<file path="src/design/nds_pkg.sv">
// Shared types, register indexes and color expansion helpers for the
// nearest-neighbor RGB565 downscaler. No dependencies.
`default_nettype none

package nds_pkg;

   localparam int CSR_DATA_W  = 12;
   localparam int CSR_INDEX_W = 3;

   localparam logic [CSR_INDEX_W-1:0] CSR_SRC_WIDTH  = 3'd0;
   localparam logic [CSR_INDEX_W-1:0] CSR_SRC_HEIGHT = 3'd1;
   localparam logic [CSR_INDEX_W-1:0] CSR_DST_WIDTH  = 3'd2;
   localparam logic [CSR_INDEX_W-1:0] CSR_DST_HEIGHT = 3'd3;
   localparam logic [CSR_INDEX_W-1:0] CSR_GRAY_MODE  = 3'd4;

   localparam int COORD_W = 11;

   typedef struct packed {
      logic [15:0] pixel;
      logic        start_of_frame;
   } req_type;

   typedef struct packed {
      logic [7:0]         red;
      logic [7:0]         green;
      logic [7:0]         blue;
      logic [7:0]         luma;
      logic [COORD_W-1:0] dest_x;
      logic [COORD_W-1:0] dest_y;
      logic               last_of_frame;
   } rsp_type;

   // Selection result for the current source pixel
   typedef struct packed {
      logic               hit;
      logic [COORD_W-1:0] dest_x;
      logic [COORD_W-1:0] dest_y;
      logic               last;
   } pos_type;

   typedef struct packed {
      logic s1_valid;
      logic s1_ready;
   } pipe_status_type;

   // (v*255+15)/31 == 8v + (7v+15)/31, quotient found by compares
   function automatic logic [7:0] expand5(input logic [4:0] v);
      logic [7:0] n;
      logic [2:0] q;
      n = 8'(v) * 8'd7 + 8'd15;
      q = '0;
      for (int i = 1; i <= 7; i++) begin
         if (n >= 8'(31 * i)) q = q + 3'd1;
      end
      return {v, 3'b000} + 8'(q);
   endfunction

   // (v*255+31)/63 == 4v + (3v+31)/63
   function automatic logic [7:0] expand6(input logic [5:0] v);
      logic [7:0] n;
      logic [1:0] q;
      n = 8'(v) * 8'd3 + 8'd31;
      q = '0;
      for (int i = 1; i <= 3; i++) begin
         if (n >= 8'(63 * i)) q = q + 2'd1;
      end
      return {v, 2'b00} + 8'(q);
   endfunction

endpackage

`default_nettype wire

</file>
<file path="src/design/nds_position.sv">
// Source/destination position tracker with add-and-compare accumulators.
// Depends on nds_pkg.
`default_nettype none

module nds_position #(
   parameter int MAX_WIDTH  = 2048,
   parameter int MAX_HEIGHT = 2048
) (
   input  wire                                logic clock,
   input  wire                                logic reset,
   input  wire                                logic advance,
   input  wire                                logic start_of_frame,
   input  wire logic [$clog2(MAX_WIDTH+1)-1:0]  src_width,
   input  wire logic [$clog2(MAX_HEIGHT+1)-1:0] src_height,
   input  wire logic [$clog2(MAX_WIDTH+1)-1:0]  dst_width,
   input  wire logic [$clog2(MAX_HEIGHT+1)-1:0] dst_height,
   output nds_pkg::pos_type                     pos
);

   localparam int WS_W  = $clog2(MAX_WIDTH + 1);
   localparam int HS_W  = $clog2(MAX_HEIGHT + 1);
   localparam int WP_W  = $clog2(MAX_WIDTH);
   localparam int HP_W  = $clog2(MAX_HEIGHT);
   localparam int WA_W  = 2 * WS_W;
   localparam int HA_W  = 2 * HS_W;

   logic [WP_W-1:0] src_col_ff, src_col_in, cur_src_col;
   logic [HP_W-1:0] src_row_ff, src_row_in, cur_src_row;
   logic [WS_W-1:0] dst_col_ff, dst_col_in, cur_dst_col;
   logic [HS_W-1:0] dst_row_ff, dst_row_in, cur_dst_row;
   logic [WA_W-1:0] col_tgt_ff, col_tgt_in, cur_col_tgt;
   logic [WA_W-1:0] col_base_ff, col_base_in, cur_col_base;
   logic [HA_W-1:0] row_tgt_ff, row_tgt_in, cur_row_tgt;
   logic [HA_W-1:0] row_base_ff, row_base_in, cur_row_base;

   logic row_hit, col_hit, hit, line_end, frame_end;

   always_comb begin
      if (start_of_frame) begin
         cur_src_col  = '0;
         cur_src_row  = '0;
         cur_dst_col  = '0;
         cur_dst_row  = '0;
         cur_col_tgt  = '0;
         cur_col_base = '0;
         cur_row_tgt  = '0;
         cur_row_base = '0;
      end else begin
         cur_src_col  = src_col_ff;
         cur_src_row  = src_row_ff;
         cur_dst_col  = dst_col_ff;
         cur_dst_row  = dst_row_ff;
         cur_col_tgt  = col_tgt_ff;
         cur_col_base = col_base_ff;
         cur_row_tgt  = row_tgt_ff;
         cur_row_base = row_base_ff;
      end
   end

   assign row_hit = (cur_dst_row < dst_height) && (cur_row_base <= cur_row_tgt) &&
                    ({1'b0, cur_row_tgt} < ({1'b0, cur_row_base} + (HA_W+1)'(dst_height)));
   assign col_hit = (cur_dst_col < dst_width) && (cur_col_base <= cur_col_tgt) &&
                    ({1'b0, cur_col_tgt} < ({1'b0, cur_col_base} + (WA_W+1)'(dst_width)));
   assign hit     = row_hit && col_hit;

   assign line_end  = (WS_W'(cur_src_col) + WS_W'(1)) >= src_width;
   assign frame_end = (HS_W'(cur_src_row) + HS_W'(1)) >= src_height;

   always_comb begin
      src_col_in  = cur_src_col;
      src_row_in  = cur_src_row;
      dst_col_in  = cur_dst_col;
      dst_row_in  = cur_dst_row;
      col_tgt_in  = cur_col_tgt;
      col_base_in = cur_col_base;
      row_tgt_in  = cur_row_tgt;
      row_base_in = cur_row_base;
      if (hit) begin
         dst_col_in = cur_dst_col + WS_W'(1);
         col_tgt_in = cur_col_tgt + WA_W'(src_width);
      end
      if (line_end) begin
         src_col_in  = '0;
         col_base_in = '0;
         dst_col_in  = '0;
         col_tgt_in  = '0;
         if (frame_end) begin
            src_row_in  = '0;
            dst_row_in  = '0;
            row_tgt_in  = '0;
            row_base_in = '0;
         end else begin
            if (row_hit) begin
               dst_row_in = cur_dst_row + HS_W'(1);
               row_tgt_in = cur_row_tgt + HA_W'(src_height);
            end
            src_row_in  = cur_src_row + HP_W'(1);
            row_base_in = cur_row_base + HA_W'(dst_height);
         end
      end else begin
         src_col_in  = cur_src_col + WP_W'(1);
         col_base_in = cur_col_base + WA_W'(dst_width);
      end
   end

   always_ff @(posedge clock) begin
      if (reset) begin
         src_col_ff  <= '0;
         src_row_ff  <= '0;
         dst_col_ff  <= '0;
         dst_row_ff  <= '0;
         col_tgt_ff  <= '0;
         col_base_ff <= '0;
         row_tgt_ff  <= '0;
         row_base_ff <= '0;
      end else if (advance) begin
         src_col_ff  <= src_col_in;
         src_row_ff  <= src_row_in;
         dst_col_ff  <= dst_col_in;
         dst_row_ff  <= dst_row_in;
         col_tgt_ff  <= col_tgt_in;
         col_base_ff <= col_base_in;
         row_tgt_ff  <= row_tgt_in;
         row_base_ff <= row_base_in;
      end
   end

   assign pos.hit    = hit;
   assign pos.dest_x = nds_pkg::COORD_W'(cur_dst_col);
   assign pos.dest_y = nds_pkg::COORD_W'(cur_dst_row);
   assign pos.last   = (({1'b0, cur_dst_col} + (WS_W+1)'(1)) == {1'b0, dst_width}) &&
                       (({1'b0, cur_dst_row} + (HS_W+1)'(1)) == {1'b0, dst_height});

endmodule

`default_nettype wire

</file>
<file path="src/design/nds_pixel_pipe.sv">
// Two-stage pixel pipeline: RGB565 expansion, then luma and result register.
// Depends on nds_pkg.
`default_nettype none

module nds_pixel_pipe (
   input  wire logic                    clock,
   input  wire logic                    reset,
   input  wire logic                    load,
   input  wire logic [15:0]             pixel,
   input  wire nds_pkg::pos_type        pos,
   input  wire logic                    gray_mode,
   input  wire logic                    rsp_stall,
   output logic                         rsp_valid,
   output nds_pkg::rsp_type             rsp_data,
   output nds_pkg::pipe_status_type     status
);

   logic                        s1_valid_ff, s1_valid_in;
   logic [7:0]                  s1_red_ff, s1_green_ff, s1_blue_ff;
   logic                        s1_gray_ff;
   logic [nds_pkg::COORD_W-1:0] s1_x_ff, s1_y_ff;
   logic                        s1_last_ff;
   logic                        rsp_valid_ff;
   nds_pkg::rsp_type            rsp_data_ff, rsp_data_in;
   logic                        s2_adv, s1_adv;
   logic [15:0]                 luma_sum;

   assign s2_adv      = !rsp_valid_ff || !rsp_stall;
   assign s1_adv      = !s1_valid_ff || s2_adv;
   assign s1_valid_in = load;

   always_ff @(posedge clock) begin
      if (reset) begin
         s1_valid_ff <= 1'b0;
      end else if (s1_adv) begin
         s1_valid_ff <= s1_valid_in;
      end
   end

   always_ff @(posedge clock) begin
      if (s1_adv && load) begin
         s1_red_ff   <= nds_pkg::expand5(pixel[15:11]);
         s1_green_ff <= nds_pkg::expand6(pixel[10:5]);
         s1_blue_ff  <= nds_pkg::expand5(pixel[4:0]);
         s1_gray_ff  <= gray_mode;
         s1_x_ff     <= pos.dest_x;
         s1_y_ff     <= pos.dest_y;
         s1_last_ff  <= pos.last;
      end
   end

   assign luma_sum = 16'(s1_red_ff) * 16'd77 + 16'(s1_green_ff) * 16'd150 +
                     16'(s1_blue_ff) * 16'd29;

   always_comb begin
      rsp_data_in.red           = s1_red_ff;
      rsp_data_in.green         = s1_green_ff;
      rsp_data_in.blue          = s1_blue_ff;
      rsp_data_in.luma          = s1_gray_ff ? luma_sum[15:8] : 8'd0;
      rsp_data_in.dest_x        = s1_x_ff;
      rsp_data_in.dest_y        = s1_y_ff;
      rsp_data_in.last_of_frame = s1_last_ff;
   end

   always_ff @(posedge clock) begin
      if (reset) begin
         rsp_valid_ff <= 1'b0;
      end else if (s2_adv) begin
         rsp_valid_ff <= s1_valid_ff;
      end
   end

   always_ff @(posedge clock) begin
      if (s2_adv && s1_valid_ff) begin
         rsp_data_ff <= rsp_data_in;
      end
   end

   assign rsp_valid       = rsp_valid_ff;
   assign rsp_data        = rsp_data_ff;
   assign status.s1_valid = s1_valid_ff;
   assign status.s1_ready = s1_adv;

endmodule

`default_nettype wire

</file>
<file path="src/design/nearest_downscale_rgb565.sv">
// Top level of the nearest-neighbor RGB565 downscaler: registers, size clamp,
// position tracker and pixel pipeline. Depends on nds_pkg, nds_position, nds_pixel_pipe.
//
//   channel | ports                          | direction
//   --------+--------------------------------+----------
//   request | req_valid, req_stall, req_data | in
//   result  | rsp_valid, rsp_stall, rsp_data | out
//   csr     | csr_write, csr_index, csr_wdata| in
//
// One request per cycle while req_stall is low; a selected pixel is registered in the
// expansion stage at the accepting edge, then in the luma/result register, before rsp.
// Position counters update in the accepting cycle; other requests give no result.
// req_stall rises only while both pipeline stages are full and rsp is stalled.
// Synchronous reset clears counters, valid bits and config registers to their defaults.
`default_nettype none

module nearest_downscale_rgb565 #(
   parameter int MAX_WIDTH  = 2048,
   parameter int MAX_HEIGHT = 2048
) (
   input  wire logic                                 clock,
   input  wire logic                                 reset,
   input  wire logic                                 req_valid,
   output logic                                      req_stall,
   input  wire nds_pkg::req_type                     req_data,
   output logic                                      rsp_valid,
   input  wire logic                                 rsp_stall,
   output nds_pkg::rsp_type                          rsp_data,
   input  wire logic                                 csr_write,
   input  wire logic [nds_pkg::CSR_INDEX_W-1:0]      csr_index,
   input  wire logic [nds_pkg::CSR_DATA_W-1:0]       csr_wdata
);

   localparam int WS_W = $clog2(MAX_WIDTH + 1);
   localparam int HS_W = $clog2(MAX_HEIGHT + 1);

   logic [nds_pkg::CSR_DATA_W-1:0] src_width_ff, src_height_ff;
   logic [nds_pkg::CSR_DATA_W-1:0] dst_width_ff, dst_height_ff;
   logic                           gray_mode_ff;

   logic [WS_W-1:0] sw, dw;
   logic [HS_W-1:0] sh, dh;
   logic            accept;

   nds_pkg::pos_type         pos;
   nds_pkg::pipe_status_type status;

   always_ff @(posedge clock) begin
      if (reset) begin
         src_width_ff  <= 12'd320;
         src_height_ff <= 12'd240;
         dst_width_ff  <= 12'd96;
         dst_height_ff <= 12'd96;
         gray_mode_ff  <= 1'b0;
      end else if (csr_write) begin
         unique case (csr_index)
            nds_pkg::CSR_SRC_WIDTH:  src_width_ff  <= csr_wdata;
            nds_pkg::CSR_SRC_HEIGHT: src_height_ff <= csr_wdata;
            nds_pkg::CSR_DST_WIDTH:  dst_width_ff  <= csr_wdata;
            nds_pkg::CSR_DST_HEIGHT: dst_height_ff <= csr_wdata;
            nds_pkg::CSR_GRAY_MODE:  gray_mode_ff  <= csr_wdata[0];
            default: ;
         endcase
      end
   end

   // size clamp: source to [1, MAX], destination to [1, source]
   always_comb begin
      if (src_width_ff == '0) sw = WS_W'(1);
      else if (32'(src_width_ff) > 32'(MAX_WIDTH)) sw = WS_W'(MAX_WIDTH);
      else sw = WS_W'(src_width_ff);
      if (src_height_ff == '0) sh = HS_W'(1);
      else if (32'(src_height_ff) > 32'(MAX_HEIGHT)) sh = HS_W'(MAX_HEIGHT);
      else sh = HS_W'(src_height_ff);
      if (dst_width_ff == '0) dw = WS_W'(1);
      else if (32'(dst_width_ff) > 32'(sw)) dw = sw;
      else dw = WS_W'(dst_width_ff);
      if (dst_height_ff == '0) dh = HS_W'(1);
      else if (32'(dst_height_ff) > 32'(sh)) dh = sh;
      else dh = HS_W'(dst_height_ff);
   end

   assign req_stall = !status.s1_ready;
   assign accept    = req_valid && !req_stall;

   nds_position #(
      .MAX_WIDTH  (MAX_WIDTH),
      .MAX_HEIGHT (MAX_HEIGHT)
   ) u_position (
      .clock          (clock),
      .reset          (reset),
      .advance        (accept),
      .start_of_frame (req_data.start_of_frame),
      .src_width      (sw),
      .src_height     (sh),
      .dst_width      (dw),
      .dst_height     (dh),
      .pos            (pos)
   );

   nds_pixel_pipe u_pipe (
      .clock     (clock),
      .reset     (reset),
      .load      (accept && pos.hit),
      .pixel     (req_data.pixel),
      .pos       (pos),
      .gray_mode (gray_mode_ff),
      .rsp_stall (rsp_stall),
      .rsp_valid (rsp_valid),
      .rsp_data  (rsp_data),
      .status    (status)
   );

`ifndef ASSERT_OFF
   a_stall_needs_full: assert property (@(posedge clock) disable iff (reset)
      req_stall |-> (status.s1_valid && rsp_valid && rsp_stall))
      else $error("request stalled with room in the pipeline");

   a_hit_loads: assert property (@(posedge clock) disable iff (reset)
      (accept && pos.hit) |=> status.s1_valid)
      else $error("selected pixel not captured");

   a_rsp_from_s1: assert property (@(posedge clock) disable iff (reset)
      $rose(rsp_valid) |-> $past(status.s1_valid))
      else $error("result without a filled first stage");
`endif

endmodule

`default_nettype wire

</file>
<file path="config.mk">
export PLATFORM = sky130hd
export DESIGN_NAME = nearest_downscale_rgb565
export DESIGN_NICKNAME = d
export VERILOG_FILES = /design/src/design/nds_pkg.sv /design/src/design/nds_position.sv /design/src/design/nds_pixel_pipe.sv /design/src/design/nearest_downscale_rgb565.sv
export SDC_FILE = /design/constraint.sdc
export NUM_CORES = 1
export LEC_CHECK = 0
export CAP_MARGIN = 25
export CELL_PAD_IN_SITES_DETAIL_PLACEMENT = 0
export CELL_PAD_IN_SITES_GLOBAL_PLACEMENT = 1
export CORE_ASPECT_RATIO = 1.25
export CORE_MARGIN = 2
export CORE_UTILIZATION = 51
export DETAILED_ROUTE_END_ITERATION = 8
export DONT_BUFFER_PORTS = 1
export PLACE_DENSITY = 0.87
export SYNTH_ARGS = -nofsm -noshare
export SYNTH_HDL_FRONTEND = slang
export SYNTH_HIERARCHICAL = 1
export SYNTH_SLANG_ARGS = --single-unit
</file>
<file path="constraint.sdc">
create_clock -name clock -period 10.11 [get_ports clock]
set_input_delay 2.022 -clock clock [delete_from_list [all_inputs] [get_ports clock]]
set_output_delay 2.022 -clock clock [all_outputs]
set_load 0.1 [all_outputs]
</file>
==> metrics, run 1 <==
total CTS buffers=35; Core Rows=91; DP HPWL=between 50 and 60 mm; Die Width=roughly 200 um; Lkg Pwr=roughly 12 nW; period utilization=0.822; Max rail drop VDD=between 0.001 and 0.0015 V; share of cells above drive strength 1=0.0520; Core Util, Final=0.551; slowest CP cell=a31oi_1; Total Power=10.5 mW; CTS H-Tree Depth=2; nets=approximately 3.3k; non-filler instance count after layout=between 3k and 4k; Fin Hold WS=0.417 ns; CP Data Required Time=between 10 and 15 ns; pin count of the biggest net entering global routing=~130; worst min path class=flip-flop to flip-flop; TNS Setup=0 ns; grt total ovfl=0; Skew-Pair Late Insertion Delay=between 0.5 and 0.6 ns; 1st-iter DRT viols=roughly 1.3k; fin area=around 27000 um2; input/output buffers=0; Residual DRC=0; vias in the first global route=~21k; Layout area overhead=6.87%; RePlAce Congestion=0.913; synthesized cell area=25400 um2; CTS tree=yes; Setup CP Type=flip-flop to flip-flop; family with the most delay on the worst path=compound AO/OA/AOI/OAI gates; crit path buf inv count=3; status=finished, final reports clean; number of max-cap violations=0; Starting Density=0.515; pre-CTS WS=1.85 ns; drt via density=5.97; Mapped Nets=approximately 3.4k; Critical Path End Type=flip-flop; Final Skew=between 0.02 and 0.025 ns; WP data arrival=approximately 8.6 ns; Post CTS Setup Buffer Count=0; first-pass GRT wire length=110 mm; Setup WS post-layout=1.80 ns; Cells after DPL=3508; WL final=between 60 and 70 mm; CP max FO=28; Placeable Area=49200 um2; minimum clock period=around 8.3 ns; clock sinks=296; Post-CTS Hold Buffers=0; Final setup viols=0; RSZ-0062 raised after global routing=no; count of final hold-check violations=0; synth warn=6; via count=~21k; PostCTS Resize Cnt=0; crit path launch type=flip-flop; Avg Synthesized Cell Area=~8.6 um2; IO Pins=between 90 and 100; Antenna Nets Post-Route=0; Worst-Margin Slew=approximately 1.1 ns; clk buf depth=3; diodes inserted=0; PD cells=between 300 and 400 nW/um2; Fmax=between 100 and 150 MHz; Synth Instances=roughly 2.9k; global-route usage over all layers=0.268; routed len/inst=19.4 um; CTS clock-pin slew for the worst setup and hold paths=around 0.06 ns; CP peak stage delay=between 0.6 and 0.7 ns; initial antenna violation count=0; clock root buffer=clkbuf_16; relative slew slack=0.284; die outline height=253 um; die area=between 50000 and 60000 um2; Pre-antenna DRT Iters=6; placed inst area=25900 um2; Final Max Slew Viols=0
[worst reg2reg max path: stages (launching register included)]
cell and delay, ns:
dfxtp_1 0.36, inv_1 0.27, nand2_1 0.13, ha_1 0.33, nand4_1 0.20, a211o_1 0.37, a31oi_1 0.68, a22o_1 0.34
inv_1 0.11, fa_1 0.47, nor2b_1 0.18, o41ai_2 0.41, o22ai_1 0.22, a21oi_2 0.28, nand2_1 0.10, or2_2 0.34
or3_1 0.35, a21o_1 0.20, ha_1 0.29, a21oi_1 0.13, nor2_1 0.06, a2111oi_0 0.30, a31oi_1 0.24, a211o_4 0.49
nor2_2 0.18, and3_1 0.18, and2_2 0.51, buf_12 0.28
[final timing paths]
path	startpoint	depth (start not counted)	slack, ns	endpoint
setup / recovery	src_height_ff[11]	27	1.80	u_pipe/s1_blue_ff[6]
hold / removal	u_pipe/s1_y_ff[3]	0	0.42	u_pipe/rsp_data[4]
setup reg to reg	src_height_ff[11]	27	1.80	u_pipe/s1_blue_ff[6]
hold reg to reg	u_pipe/s1_y_ff[3]	0	0.42	u_pipe/rsp_data[4]
[cell usage in the layout (no fill, tap or decap), types with 30 or more instances in the layout]
master / instances
a21o_1: 31
a21oi_1: 178
a22o_1: 32
a31oi_1: 39
and3_1: 40
clkbuf_16: 37
dfxtp_1: 193
edfxtp_1: 103
fa_1: 67
ha_1: 348
inv_1: 321
nand2_1: 339
nand3_1: 73
nand4_1: 44
nor2_1: 158
nor2b_1: 107
nor3_1: 30
o21ai_0: 114
xnor2_1: 110
xor2_1: 63
[final cells by class]
| class | count | area [um2] |
|---|---|---|
| fill | 4430 | 22100 |
| multi-input combinational | 2221 | 16800 |
| sequential | 296 | 6960 |
| inverter | 323 | 1210 |
| clock buffer | 47 | 1010 |
| tap | 651 | 815 |
| timing repair buffer | 19 | 175 |
| clock inverter | 17 | 166 |
[flip-flops by register name, summed over array words and instances, names as in the netlist, 8 cells and up]
| signal | cells |
|---|---|
| u_pipe/rsp_data | 55 |
| u_position/col_base_ff | 24 |
| u_position/col_tgt_ff | 24 |
| u_position/row_base_ff | 24 |
| u_position/row_tgt_ff | 24 |
| dst_height_ff | 12 |
| dst_width_ff | 12 |
| src_height_ff | 12 |
| src_width_ff | 12 |
| u_position/dst_col_ff | 12 |
| u_position/dst_row_ff | 12 |
| u_pipe/s1_x_ff | 11 |
| u_pipe/s1_y_ff | 11 |
| u_position/src_col_ff | 11 |
| u_position/src_row_ff | 11 |
| u_pipe/s1_blue_ff | 8 |
| u_pipe/s1_green_ff | 8 |
| u_pipe/s1_red_ff | 8 |
[layer usage]
metal  track usage  share of wire  vias to the layer above
met5             0              0                        -
met4         0.114          0.041                        0
met3        0.0467          0.060                      183
met2         0.478           0.49                      650
met1         0.316           0.40                    10234
li1              -              -                    10260
[power by group]
part | switching [mW] | leakage (nW) | internal [mW]
sequential | 0.426 | 2.54 | 1.51
combinational | 4.03 | 8.71 | 3.20
clock | 0.541 | 0.580 | 0.762
total | 4.99 | 11.8 | 5.48
Power figures use the tool's default switching activity.
==> run 2, diff against run 1 <==
ABC_AREA = 1   (was not set)
CORE_UTILIZATION = 49   (was 51)
PLACE_DENSITY = 0.88   (was 0.87)
clock period = 8.3 ns   (was 10.11 ns; I/O delays follow)
==> run 2 against run 1 <==
  * Global-route usage is 1.2 points lower
  * Register-to-register slack lost 0.61 ns
  * Utilization decreased by 2.6 points
  * Non-clock buffer count down 7
  * Worst setup slack worse by 0.61 ns
  * Flip-flop and latch count is the same
  * Highest routed layer unchanged
  * Die area grew 11%
==> metrics, run 2 <==
status=finished, final reports clean; crit path launch type=flip-flop; share of cells above drive strength 1=0.0490; Setup CP Type=flip-flop to flip-flop; TNS Setup=0 ns; pin count of the biggest net entering global routing=around 140; Skew-Pair Late Insertion Delay=about 0.57 ns; Antenna Nets Post-Route=0; Post CTS Setup Buffer Count=0; initial antenna violation count=0; PostCTS Resize Cnt=0; Synth Instances=roughly 3.8k; max reg flops=55; family with the most delay on the worst path=simple AND/OR/NAND/NOR gates; Residual DRC=0; routed len/inst=~16 um; Avg Synthesized Cell Area=roughly 7 um2; minimum clock period=between 7 and 8 ns; drt via density=5.33; Critical Path End Type=flip-flop; WP data arrival=between 7 and 8 ns; 1st-iter DRT viols=~1.3k; CTS tree=yes; WL final=between 70 and 80 mm; Final Skew=0.0255 ns; RSZ-0062 raised after global routing=no; synthesized cell area=about 27000 um2; die area=57100 um2; number of max-cap violations=0; global-route usage over all layers=0.256; input/output buffers=0; Placeable Area=roughly 55000 um2; total CTS buffers=36; most common cell after layout, fill and taps aside=nand2_1; clock sinks=about 300; diodes inserted=0; Fmax=~140 MHz; nets=4202; Most Frequent Cell on Critical Path=nand2_1; period utilization=0.856; Die Width=roughly 210 um; CP Data Required Time=around 8.6 ns; crit path buf inv count=5; Final Max Slew Viols=0; Core Rows=96; vias in the first global route=roughly 23k; synth warn=6; Final setup viols=0; IO Pins=94; Post-CTS Hold Buffers=0; clk buf depth=3; CP max FO=24; count of final hold-check violations=0; Layout area overhead=6.26%; RePlAce Congestion=roughly 0.9; slowest CP cell=fa_1; clock root buffer=clkbuf_16; Mapped Nets=between 4k and 5k; DP HPWL=54.9 mm; die outline height=~270 um; CP peak stage delay=between 0.4 and 0.5 ns; CTS clock-pin slew for the worst setup and hold paths=~0.060 ns; via count=roughly 24k; Pre-antenna DRT Iters=6; commonest cells after routing, fill and taps aside=870 x nand2_1, 605 x inv_1, 348 x ha_1; Worst-Margin Slew=~1.1 ns; Starting Density=0.493; grt total ovfl=0; CTS H-Tree Depth=2; worst min path class=flip-flop to flip-flop; relative slew slack=0.292; first-pass GRT wire length=between 100 and 150 mm
run 2: metrics by stage:
step	area (um2)	setup slack (ns)	hold WS, ns	util	std cells
2_1_floorplan	27000	0.855	0.400	-	3808
3_3_place_gp	27500	1.30	0.404	0.503	4447
3_5_place_dp	27500	1.18	0.405	0.503	4447
4_1_cts	28700	1.14	0.405	0.524	4511
5_1_grt	28700	0.436	0.422	0.524	4511
6_report	28700	1.20	0.409	0.524	4511
run 2: worst reg2reg max path, delay by kind of cell (launching register included):
kind | cells | cell delay, ns
adder cells (fa/ha/maj) | 3 | 1.10
AND/OR/NAND/NOR | 27 | 3.91
AO/OA/AOI/OAI | 4 | 0.57
buffers and inverters | 5 | 0.88
flip-flops | 1 | 0.33
run 2: metal layers:
layer,vias up,wire [um],part of all wire,GRT usage
met1,11175,31800,0.44,0.317
met3,142,3230,0.045,0.0342
met5,-,0,0,0
li1,12224,-,-,-
met2,492,35000,0.48,0.454
met4,0,2370,0.033,0.0935
run 2: cell type report:
type	instances	area (um2)
clock buffers	43	958
multi-input cells	2775	17200
inverters	629	2360
clock inverters	21	231
well taps	735	920
fillers	5570	26100
flip-flops and latches	296	6960
repair buffers	12	115
run 2: path summary, 6_finish.rpt:
kind,depth (start not counted),slack [ns],to,from
worst max-delay path,39,1.20,u_pipe/s1_red_ff[5],src_height_ff[6]
worst min-delay path,0,0.41,u_pipe/rsp_data[10],u_pipe/s1_y_ff[9]
worst max register to register,39,1.20,u_pipe/s1_red_ff[5],src_height_ff[6]
worst min register to register,0,0.41,u_pipe/rsp_data[10],u_pipe/s1_y_ff[9]
Power of run 2 is left out: the tool's default activity adds up to more than one toggle a clock period on the data nets, which glitch-free logic cannot reach.
==> run 3, diff against run 2 <==
CELL_PAD_IN_SITES_DETAIL_PLACEMENT = 2   (was 0)
CELL_PAD_IN_SITES_GLOBAL_PLACEMENT = 2   (was 1)
CORE_UTILIZATION = 38   (was 49)
PLACE_DENSITY = 0.87   (was 0.88)
==> run 3 against run 2 <==
  * Maximum frequency fell by 9.5%
  * Clock skew rose by 0.029 ns
  * Die area rose by 28%
  * Via count rose by 17%
  * Worst hold slack improved by 0.012 ns
==> metrics, run 3 (synthesis gave the netlist of run 2 again) <==
RePlAce Congestion=slightly below 0.9; CP endpoint=u_position/dst_row_ff[0]; crit path from=src_height_ff[8]; die area=~73000 um2; initial antenna violation count=6; Skew-Pair Late Insertion Delay=about 0.63 ns; Final setup viols=0; Residual DRC=0; WP data arrival=8.35 ns; worst-case reg-to-reg path depth=38; clock root buffer=clkbuf_16; area taken by multi-input logic gates=between 15000 and 20000 um2; TNS Setup=0 ns; Layout area overhead=8.50%; CTS clock-pin slew for the worst setup and hold paths=around 0.07 ns; DP HPWL=83.0 mm; crit path launch type=flip-flop; slowest CP cell=fa_1; Die Width=243 um; CTS H-Tree Depth=2; clk buf depth=3; worst min path class=flip-flop to flip-flop; 1st-iter DRT viols=about 1.8k; reg2reg end=u_position/dst_row_ff[0]; global-route usage over all layers=0.344; vias in the first global route=between 30k and 40k; reg-to-reg setup timing slack=0.45 ns; WL final=approximately 130 mm; relative slew slack=0.243; drt via density=a little under 6; RSZ-0062 raised after global routing=no; Crit Reg-Reg Startpoint=src_height_ff[8]; clock sinks=296; CP Data Required Time=around 8.8 ns; Placeable Area=between 70000 and 80000 um2; routed len/inst=around 28 um; share of cells above drive strength 1=0.0525; grt total ovfl=0; Worst-Margin Slew=1.13 ns; CP peak stage delay=approximately 0.48 ns; pin count of the biggest net entering global routing=roughly 140; minimum clock period=slightly below 8 ns; Filler Cell Count=8315; Starting Density=0.383; max reg flops=55; most common cell after layout, fill and taps aside=nand2_1; Final Max Slew Viols=0; nets=4214; Setup CP Type=flip-flop to flip-flop; Critical Path End Type=flip-flop; period utilization=0.946; via count=between 20k and 30k; Final Skew=around 0.055 ns; Post-CTS Hold Buffers=0; Antenna Nets Post-Route=0; input/output buffers=0; number of max-cap violations=0; Fmax=127 MHz; status=finished, final reports clean; die outline height=around 300 um; total CTS buffers=39; Most Frequent Cell on Critical Path=nand2_1; Core Rows=about 110; Pre-antenna DRT Iters=6; IO Pins=94; CTS tree=yes; count of final hold-check violations=0; Reg area=around 7000 um2; first-pass GRT wire length=194 mm; Core Util, Final=0.416; CP max FO=38; commonest cells after routing, fill and taps aside=869 x nand2_1, 605 x inv_1, 348 x ha_1
==> run 3: layout make-up <==
type / instances / share of cell area
well taps: 943 / 0.0402
inverters: 629 / 0.0806
repair buffers: 21 / 0.00777
multi-input cells: 2775 / 0.587
diodes: 4 / 0.000341
flip-flops and latches: 296 / 0.237
clock buffers: 48 / 0.0358
clock inverters: 19 / 0.0107
==> run 3: per-layer routing <==
layer  global-route usage  vias up  share of wire
met3               0.0757      655          0.056
met5                    0        -        0.00025
met1                0.344    14114           0.36
met4                0.275        6          0.087
met2                0.619     1218           0.50
li1                     -    12221              -
==> run 3: how the worst min path moves through the flow <==
stage	start	to	slack, ns	depth (start not counted)
after floorplan	u_pipe/s1_last_ff	u_pipe/rsp_data[0]	0.40	0
after global placement	u_pipe/s1_y_ff[0]	u_pipe/rsp_data[1]	0.40	0
after detailed placement	u_pipe/s1_x_ff[4]	u_pipe/rsp_data[16]	0.41	0
after global routing	u_pipe/s1_x_ff[4]	u_pipe/rsp_data[16]	0.42	0
final	u_pipe/s1_x_ff[3]	u_pipe/rsp_data[15]	0.42	0
after CTS	u_pipe/s1_x_ff[4]	u_pipe/rsp_data[16]	0.42	0
==> run 3: critical path: cells and delay by family, from the launching register on <==
kind | cells | cell delay (ns)
and+or+nand+nor | 27 | 4.55
AOI/OAI and AO/OA | 3 | 0.61
DFF | 1 | 0.33
adders and majority gates | 3 | 1.15
buffers and inverters | 4 | 0.79
xor gates and xnor gates | 1 | 0.28
==> run 3: per-stage QoR <==
step	setup WS (ns)	std cells	hold WS [ns]	cell area, um2
finish	0.449	4735	0.421	29300
CTS	0.0223	4728	0.425	29200
global route	0.0771	4733	0.419	29300
floorplan	0.855	3808	0.400	27000
global placement	1.04	4661	0.402	27800
detailed placement	0.557	4661	0.412	27800
==> run 3: repair_timing <==
action | CTS | global route
endpoints found under the setup margin | 0 | 65
endpoints found under the hold margin | 0 | 0
resized for setup | 0 | 8
setup buffers | 0 | 0
Power of run 3 is left out for the same reason.
